File: src/hw/rtl/scpa_pkg.sv
// Shared types, codes and constants of the size class pool allocator.
`timescale 1ns / 1ps
`default_nettype none

package scpa_pkg;

    localparam int NUM_CLASSES = 6;
    localparam int ADDR_W      = 18;
    localparam int SIZE_W      = 16;
    localparam int CLASS_W     = 3;
    localparam int STATUS_W    = 2;
    localparam int QUEUE_DEPTH = 2;

    localparam int CHUNK_BYTES_DEF  = 4096;
    localparam int NUM_CHUNKS_DEF   = 64;
    localparam int STACK_DEPTH_DEF  = 64;
    localparam int HEADER_BYTES_DEF = 8;
    localparam int LINK_BYTES_DEF   = 8;

    localparam logic OP_ALLOC = 1'b0;
    localparam logic OP_FREE  = 1'b1;

    localparam logic [STATUS_W-1:0] ST_OK         = 2'd0;
    localparam logic [STATUS_W-1:0] ST_OVERSIZE   = 2'd1;
    localparam logic [STATUS_W-1:0] ST_EXHAUSTED  = 2'd2;
    localparam logic [STATUS_W-1:0] ST_STACK_FULL = 2'd3;

    typedef struct packed {
        logic              op;
        logic [SIZE_W-1:0] request_size;
        logic [ADDR_W-1:0] block_address;
    } t_req;

    typedef struct packed {
        logic [STATUS_W-1:0] status;
        logic [ADDR_W-1:0]   result_address;
        logic [CLASS_W-1:0]  size_class;
    } t_rsp;

    typedef struct packed {
        logic               op;
        logic               oversize;
        logic [CLASS_W-1:0] size_class;
        logic [ADDR_W-1:0]  block_address;
    } t_cmd;

    // Block size of a class: 8 bytes doubled per class step.
    function automatic logic [8:0] class_bytes(input logic [CLASS_W-1:0] c);
        return 9'(9'd8 << c);
    endfunction

endpackage

`default_nettype wire

File: src/hw/rtl/scpa_front.sv
// Front end: bins each request size into a class and forms a command word.
`timescale 1ns / 1ps
`default_nettype none

module scpa_front (
    input  wire logic          i_push,
    input  wire scpa_pkg::t_req i_req,
    input  wire logic          i_queue_full,
    output logic               o_full,
    output logic               o_cmd_push,
    output scpa_pkg::t_cmd     o_cmd
);

    logic [scpa_pkg::CLASS_W-1:0] cls;
    logic                         over;

    // Walk from the largest class down so the smallest fitting class wins.
    always_comb begin
        cls  = '0;
        over = 1'b1;
        for (int c = scpa_pkg::NUM_CLASSES - 1; c >= 0; c--) begin
            if (i_req.request_size <=
                scpa_pkg::SIZE_W'(scpa_pkg::class_bytes(scpa_pkg::CLASS_W'(c)))) begin
                cls  = scpa_pkg::CLASS_W'(c);
                over = 1'b0;
            end
        end
    end

    always_comb begin
        o_cmd.op            = i_req.op;
        o_cmd.oversize      = over;
        o_cmd.size_class    = cls;
        o_cmd.block_address = i_req.block_address;
    end

    assign o_full     = i_queue_full;
    assign o_cmd_push = i_push && !i_queue_full;

endmodule

`default_nettype wire

File: config.mk
export PLATFORM = sky130hd
export DESIGN_NAME = scpa_front
export DESIGN_NICKNAME = d
export VERILOG_FILES = /design/src/hw/rtl/scpa_pkg.sv /design/src/hw/rtl/scpa_front.sv
export SDC_FILE = /design/constraint.sdc
export NUM_CORES = 1
export LEC_CHECK = 0
export ABC_AREA = 1
export BUFFER_PORTS_ARGS = -buffer_cell sky130_fd_sc_hd__clkbuf_2
export CORE_MARGIN = 5
export CORE_UTILIZATION = 35
export DETAILED_ROUTE_END_ITERATION = 8
export GPL_ROUTABILITY_DRIVEN = 0
export PLACE_DENSITY_LB_ADDON = 0.25
export SYNTH_ARGS = -nofsm -noshare
export SYNTH_HDL_FRONTEND = slang
export SYNTH_SLANG_ARGS = --single-unit
export TNS_END_PERCENT = 100
File: constraint.sdc
create_clock -name vclk -period 1.1
set_input_delay 0.165 -clock vclk [all_inputs]
set_output_delay 0.165 -clock vclk [all_outputs]
set_load 0.005 [all_outputs]
==> summary.txt <==
Top cell by count, worst path = nand2_2
Chip height = 48.8 µm
Global route overflow = 0
I/O Buffers = 24
Std-Cell Rows = 14
Layout cells sized above 1 = 51.9%
CP Max Fanout = 3
Reg power frac = 0%
Drt total wl = 1.15 mm
WP data required = 0.94 ns
FMAX = 787 MHz
Gate Count Post-Synth = 91
Switching Share = 46.6%
Sw Pwr = 0.0752 mW
DRC Markers = 0
Fin Hold WS = 0.330 ns
Period minus WS final = 1.27 ns
Fin. Hold Viols = 0
Clock buffers = 0
Synthesized net count = 128
Vias = 533
Most frequent cells after synthesis = buf_4, nand2_1, nor2_1
Cell taking the most area after synthesis = buf_4
Ports = 62
Setup violations, final = 4
Avg Cell Area, Syn = 5.77 µm²
Post-DP HPWL = 963 µm
Fill count = 165
Starting DRT DRC Count = 4
Unrepaired setup endpoints after global routing = yes
IR drop worst, VDD = 0.0880 mV
Aggregate negative setup slack = -0.364 ns
Die ar. = 0.00238 mm²
First-pass GRT wire length = 1.93 mm
Critical Path Start = i_req[18]
Dpl cells = 116
Gate power share = 100.0%
Synth Cell Area = 526 µm²
Seq/Total Area, Yosys = 0%
Final Cycle Share = 116%
Multi-input logic area = 365 µm²
MaxCap Viol Count = 0
GRT Overall Usage = 9.08%
Core area = 0.00147 mm²
Hold Buf Count CTS = 0
Cell breakdown of the critical path = clkbuf_2 > nor2_1 > nand2_2 > o21ai_2 > nand2_4 > nand2_2 > nand3_2 > a21oi_2 > buf_2
Final worst slack = -0.171 ns
Worst setup EP type = primary output
Power Internal = 0.0862 mW
Warning count from the yosys run = 0
Initial antenna violation count = 0
Hold_sp = i_req[10]
Synth top area cells = buf_4, nand2_1, nor2_1
Initial Util = 35.7%
Slowest CP cell = o21ai_2
Count leader, synth = buf_4
Layout Cells excl Fill = 120
Clock network power share = 0%
Status = complete, but fails checks
Area growth, synth to finish = 30.7%
Die width = 48.8 µm
Final core occ = 46.7%
Largest net degree at the start of global routing = 8
Hold crit path type = in2out
First drt pass iteration count = 2
Layout Nets = 143
Power Density = 235 mW/mm²
Seq. cell area = 0 µm²
Slew Viols, Final = 0
Critical Path Source Type = primary input
Diode count = 0
Failing checks = setup timing
Sequential cells = 0
Slew HR = 87.3%
Max stage delay on crit path = 0.18 ns
Crit Path Class = in2out
Crit path arrival time = 1.11 ns
Vias per cell = 4.44
Synth top area share = 30.0%
Leakage power = 0.368 nW
Number of global-route vias before repair = 479
Slew of the pin with the lowest slew margin = 0.190 ns
Final ANT Viol Nets = 0
Synth cell types = 17
WL/cell = 9.57 µm
[layer usage]
metal	up-vias	track usage, %	routed length (µm)
met2	15	15.4	540
met4	0	1.35	4
met1	232	11.7	481
met5	-	0	0
li1	284	-	-
met3	2	2.15	121
[kinds of logic after synthesis]
kind of cell	share of synthesized area, %
compound gates	5.48
buf+inv	35.7
simple gates	58.8
[cells in the final DEF (no fill, tap or decap), drive strengths merged]
master,count
a21oi,1
a31oi,1
buf,19
clkbuf,15
inv,8
nand2,26
nand3,5
nand3b,1
nor2,26
o21ai,2
[what timing repair did]
item,4_1_cts,5_1_grt
setup buffers,2,2
gates cloned,0,0
setup endpoints to repair,4,4
pin swaps,4,16
gates resized for setup,8,27
[area by class of cell]
type / instances / area share, %
inverters: 8 / 4.37
multi-input cells: 62 / 53.2
well taps: 16 / 2.91
repair buffers: 34 / 39.5
[critical path: cells and delay by family]
kind	cells	cell delay (ns)
compound gates	2	0.30
simple gates	5	0.44
buf+inv	2	0.20
[power by group through the flow]
stage	clock (mW)	combinational (mW)	sequential (mW)
final	0	0.161	0
after global routing	0	0.177	0
after CTS	0	0.144	0
after detailed placement	0	0.126	0
after global placement	0	0.126	0
after floorplan	0	0.111	0
[per-stage QoR]
step / power (mW) / cell area (µm²) / setup slack [ns]
3_3_place_gp: 0.126 / 553 / -0.149
4_1_cts: 0.144 / 614 / -0.153
5_1_grt: 0.177 / 687 / -0.236
6_report: 0.161 / 687 / -0.171
2_1_floorplan: 0.111 / 526 / 0.129
3_5_place_dp: 0.126 / 553 / -0.156
[worst paths after layout]
path / cells after the start / slack (ns) / to
worst min-delay path: 0 / 0.33 / o_cmd[10]
worst max-delay path: 9 / -0.17 / o_cmd[18]
(Power assumes the default switching activity.)
