`config.mk`:
```
export PLATFORM = sky130hd
export DESIGN_NAME = scpa_fifo
export DESIGN_NICKNAME = d
export VERILOG_FILES = /design/src/hw/rtl/scpa_pkg.sv /design/src/hw/rtl/scpa_fifo.sv
export SDC_FILE = /design/constraint.sdc
export NUM_CORES = 1
export LEC_CHECK = 0
export ABC_CLOCK_PERIOD_IN_PS = 2900
export CAP_MARGIN = 20
export CORE_MARGIN = 1
export CORE_UTILIZATION = 45
export DETAILED_ROUTE_END_ITERATION = 10
export DONT_BUFFER_PORTS = 1
export PLACE_DENSITY = 0.65
export SYNTH_ARGS = -nofsm -noshare
export SYNTH_HDL_FRONTEND = slang
export SYNTH_SLANG_ARGS = --single-unit
```
`constraint.sdc`:
```
create_clock -name i_clk -period 2.9 [get_ports i_clk]
set_clock_uncertainty 0.2 [all_clocks]
set_input_delay 0.725 -clock i_clk [delete_from_list [all_inputs] [get_ports i_clk]]
set_output_delay 0.725 -clock i_clk [all_outputs]
set_load 0.005 [all_outputs]
```
`src/hw/rtl/scpa_pkg.sv`:
```
// Shared types, codes and constants of the size class pool allocator.
`timescale 1ns / 1ps
`default_nettype none

package scpa_pkg;

    localparam int NUM_CLASSES = 6;
    localparam int ADDR_W      = 18;
    localparam int SIZE_W      = 16;
    localparam int CLASS_W     = 3;
    localparam int STATUS_W    = 2;
    localparam int QUEUE_DEPTH = 2;

    localparam int CHUNK_BYTES_DEF  = 4096;
    localparam int NUM_CHUNKS_DEF   = 64;
    localparam int STACK_DEPTH_DEF  = 64;
    localparam int HEADER_BYTES_DEF = 8;
    localparam int LINK_BYTES_DEF   = 8;

    localparam logic OP_ALLOC = 1'b0;
    localparam logic OP_FREE  = 1'b1;

    localparam logic [STATUS_W-1:0] ST_OK         = 2'd0;
    localparam logic [STATUS_W-1:0] ST_OVERSIZE   = 2'd1;
    localparam logic [STATUS_W-1:0] ST_EXHAUSTED  = 2'd2;
    localparam logic [STATUS_W-1:0] ST_STACK_FULL = 2'd3;

    typedef struct packed {
        logic              op;
        logic [SIZE_W-1:0] request_size;
        logic [ADDR_W-1:0] block_address;
    } t_req;

    typedef struct packed {
        logic [STATUS_W-1:0] status;
        logic [ADDR_W-1:0]   result_address;
        logic [CLASS_W-1:0]  size_class;
    } t_rsp;

    typedef struct packed {
        logic               op;
        logic               oversize;
        logic [CLASS_W-1:0] size_class;
        logic [ADDR_W-1:0]  block_address;
    } t_cmd;

    // Block size of a class: 8 bytes doubled per class step.
    function automatic logic [8:0] class_bytes(input logic [CLASS_W-1:0] c);
        return 9'(9'd8 << c);
    endfunction

endpackage

`default_nettype wire

```
`src/hw/rtl/scpa_fifo.sv`:
```
// Short command queue between the front end and the back end.
`timescale 1ns / 1ps
`default_nettype none

module scpa_fifo (
    input  wire logic           i_clk,
    input  wire logic           i_rst_n,
    input  wire logic           i_push,
    input  wire scpa_pkg::t_cmd i_wdata,
    output logic                o_full,
    input  wire logic           i_pop,
    output logic                o_empty,
    output scpa_pkg::t_cmd      o_rdata
);

    localparam int DEPTH = scpa_pkg::QUEUE_DEPTH;
    localparam int PW    = $clog2(DEPTH);
    localparam int CW    = $clog2(DEPTH + 1);

    scpa_pkg::t_cmd r_slot [DEPTH];
    logic [PW-1:0]  r_wp, n_wp;
    logic [PW-1:0]  r_rp, n_rp;
    logic [CW-1:0]  r_cnt, n_cnt;
    logic           do_push, do_pop;

    assign o_full  = (r_cnt == CW'(DEPTH));
    assign o_empty = (r_cnt == '0);
    assign o_rdata = r_slot[r_rp];
    assign do_push = i_push && !o_full;
    assign do_pop  = i_pop && !o_empty;

    always_comb begin
        n_wp  = r_wp;
        n_rp  = r_rp;
        n_cnt = r_cnt;
        if (do_push) begin
            n_wp = (r_wp == PW'(DEPTH - 1)) ? '0 : r_wp + 1'b1;
        end
        if (do_pop) begin
            n_rp = (r_rp == PW'(DEPTH - 1)) ? '0 : r_rp + 1'b1;
        end
        if (do_push && !do_pop) begin
            n_cnt = r_cnt + 1'b1;
        end else if (do_pop && !do_push) begin
            n_cnt = r_cnt - 1'b1;
        end
    end

    always_ff @(posedge i_clk) begin
        if (!i_rst_n) begin
            r_wp  <= '0;
            r_rp  <= '0;
            r_cnt <= '0;
        end else begin
            r_wp  <= n_wp;
            r_rp  <= n_rp;
            r_cnt <= n_cnt;
        end
    end

    always_ff @(posedge i_clk) begin
        if (do_push) begin
            r_slot[r_wp] <= i_wdata;
        end
    end

endmodule

`default_nettype wire

```
==> results.yml <==
worst_setup_path:
  cp_num_buf_inv: 1
  crit_chain: "buf_4 > mux2_2"
  required_ps: 1980
  slowest_delay_ps: 380
  start_kind: "register"
  crit_slowest_cell: "mux2_2"
  endpoint_kind: "primary output"
  crit_type: "register to primary output"
  worstPathArrival_ps: 1220
  cp_top_family: "multiplexers"
  cp_max_fo: 13
sta:
  finalHoldViolCount: 0
  worstMarginPinSlew_ps: 542.4
  fin_crit_sh_pct: 73.95
  slew_headroom_pct: 63.72
  holdWs_ps: 323.6
  tns_ps: 0
  drv_slew: 0
  setup_viol: 0
  period_needed_ps: 2144
  rsz0062_at_grt: "false"
  fmax_mhz: 466.3
global_route:
  met2_usage_pct: 23.11
  grt_max_degree: 16
  met1_usage_pct: 13.50
  first_global_vias: 784
  grtUsageMet3_pct: 6.849
  antenna_found_initial: 0
  grt.busiest_layer: "met2"
  grtUsageTotal_pct: 13.64
  grt_first_pass_wirelength_um: 4098
  overflow: 0
finish:
  multi_input_comb_area_um2: 391.6
  fin_cells: 156
  regArea_um2: 1481
  antenna_cells: 0
  fillCellCount: 333
  fin_util_pct: 51.45
  drive_gt1_share_pct: 33.96
  finalNetCount: 133
  syn_to_final_growth_pct: 9.230
synthesis:
  synth_edf_count: 46
  async_flop_share_pct: 0
  synth_commonest_cells: "46 x edfxtp_1, 23 x mux2_2, 5 x dfxtp_1"
  netlist-cell-type-count: 20
  synth_warnings: 0
  syn_avg_cell_area_um2: 19.63
  synthCells: 96
  synth-seq-cells: 51
  synth.top_cell.area_share_pct: 73.31
  ys_top_cells_by_area: "edfxtp_1 73%, mux2_2 14%, dfxtp_1 5.3%"
  syn-num-nets: 124
  synth_area_leader_cell: "edfxtp_1"
  yosysMostFrequentCell: "edfxtp_1"
  netlist_area_um2: 1884
  seq_area_frac_synth_pct: 78.62
  synth-main-ff-cell: "edfxtp_1"
power_and_ir_drop:
  share_comb_of_total_power_pct: 22.4
  p_per_area_nw_per_um2: 836.8
  power_uw: 1722
  p_switching_uw: 441.5
  power.leakage_uw: 0.0006791
  seqPwrFrac_pct: 56.1
  p_int_uw: 1281
  pwr-share-clk_pct: 21.5
  ir_drop_mv: 0.4489
  p_sw_share_pct: 25.64
clock_network:
  cts_buffers: 5
  clock_path_buffers: 2
  ctsHtreeMaxLevel: 2
  insertion_delay_ps: 290
  cts.sinks: 51
  cts.clk_slew.worst_paths_ps: 80
  root_buffer: "clkbuf_8"
  post-cts-setup-buffer-count: 0
  cts_tree: "built"
  cts_hold_buffers: 0
  post_cts_resize_count: 0
place:
  dp_cells: 148
  hpwlAfterDp_um: 1915
  port_buffers: 0
  gp_congestion: 0.6125
floorplanning:
  core_um2: 4000
  die_area_um2: 4450
  die_x_um: 66.71
  start_util_pct: 47.11
  ios: 52
  die_h_um: 66.71
  num_rows: 23
routing:
  wl_per_cell_um: 17.17
  wl_um: 2679
  antenna_left: 0
  viasPerCell: 5.199
  first_pass_iters: 4
  drc: 0
  vias: 811
  drt_iter0_drc: 30
worst_hold_path:
  hold_class: "input pin to register"
status:
  status: "finished clean"
job:
  max-cap-violations: 0
## per-stage QoR
step	area [µm²]	setup slack (ps)
floorplan	1884	540.1
finish	2058	755.5
global route	2058	668.4
CTS	2058	724.6
detailed placement	1973	775.5
global placement	1973	782.7
## logic make-up (layout without fill, tap and decap cells)
logic type	Yosys count	count (layout)	share of synthesized area [%]
AO/OA/AOI/OAI	5	5	1.726
XOR/XNOR	3	3	1.395
flip-flops	51	51	78.62
buffers and inverters	4	14	0.9293
multiplexers	23	23	13.75
adder cells (fa/ha/maj)	1	1	0.6639
AND/OR/NAND/NOR	9	9	2.923
## cells in the final DEF, fill, tap and decap left out, drive strengths merged
cell type,count
ha,1
dfxtp,5
o21ai,2
o21a,1
or3,1
clkinv,1
a21boi,2
nor3,1
and2,3
xor2,1
clkinvlp,1
nor2,2
mux2,23
xnor2,2
inv,2
edfxtp,46
buf,4
clkbuf,6
nand2b,1
and3,1
## registers in the layout, summed over array words and instances, names as in the netlist, named ones only
name and count:
r_wp 1, r_rp 1, r_cnt 2, r_slot 46
## worst register-to-register path, stage by stage, from the launching register on
cell	delay, ps
dfxtp_1	430
nand2b_1	200
inv_2	80
nor3_4	430
buf_4	320
## routing by layer
metal	vias up	part of all wire, %
met1	389	35
met5	-	0
met4	0	1.7
met3	5	11
met2	34	52
li1	383	-
## worst paths after layout
check / from / endpoint / slack (ps) / depth (start not counted)
setup / recovery: register / o_rdata[20] / 760 / 2
hold / removal: i_wdata[19] / r_slot[1][19] / 320 / 0
setup reg to reg: r_cnt[0] / r_slot[0][13] / 940 / 4
hold reg to reg: r_cnt[1] / r_cnt[1] / 330 / 2
## layout make-up
type	count	area share (%)
inverter	2	0.3647
timing repair buffer	4	1.459
clock buffer	6	3.526
sequential	51	71.98
clock inverter	2	0.6079
multi-input combinational	41	19.03
tap	50	3.040
## power groups by stage
| stage | Sequential, µW | Combinational [µW] | Clock (µW) |
|---|---|---|---|
| 5_1_grt | 978 | 425 | 411 |
| 4_1_cts | 968 | 396 | 385 |
| 3_3_place_gp | 977 | 386 | 0 |
| 6_report | 967 | 385 | 370 |
| 2_1_floorplan | 976 | 307 | 0 |
| 3_5_place_dp | 983 | 392 | 0 |
Note: power is estimated with default switching activity, not from simulation.
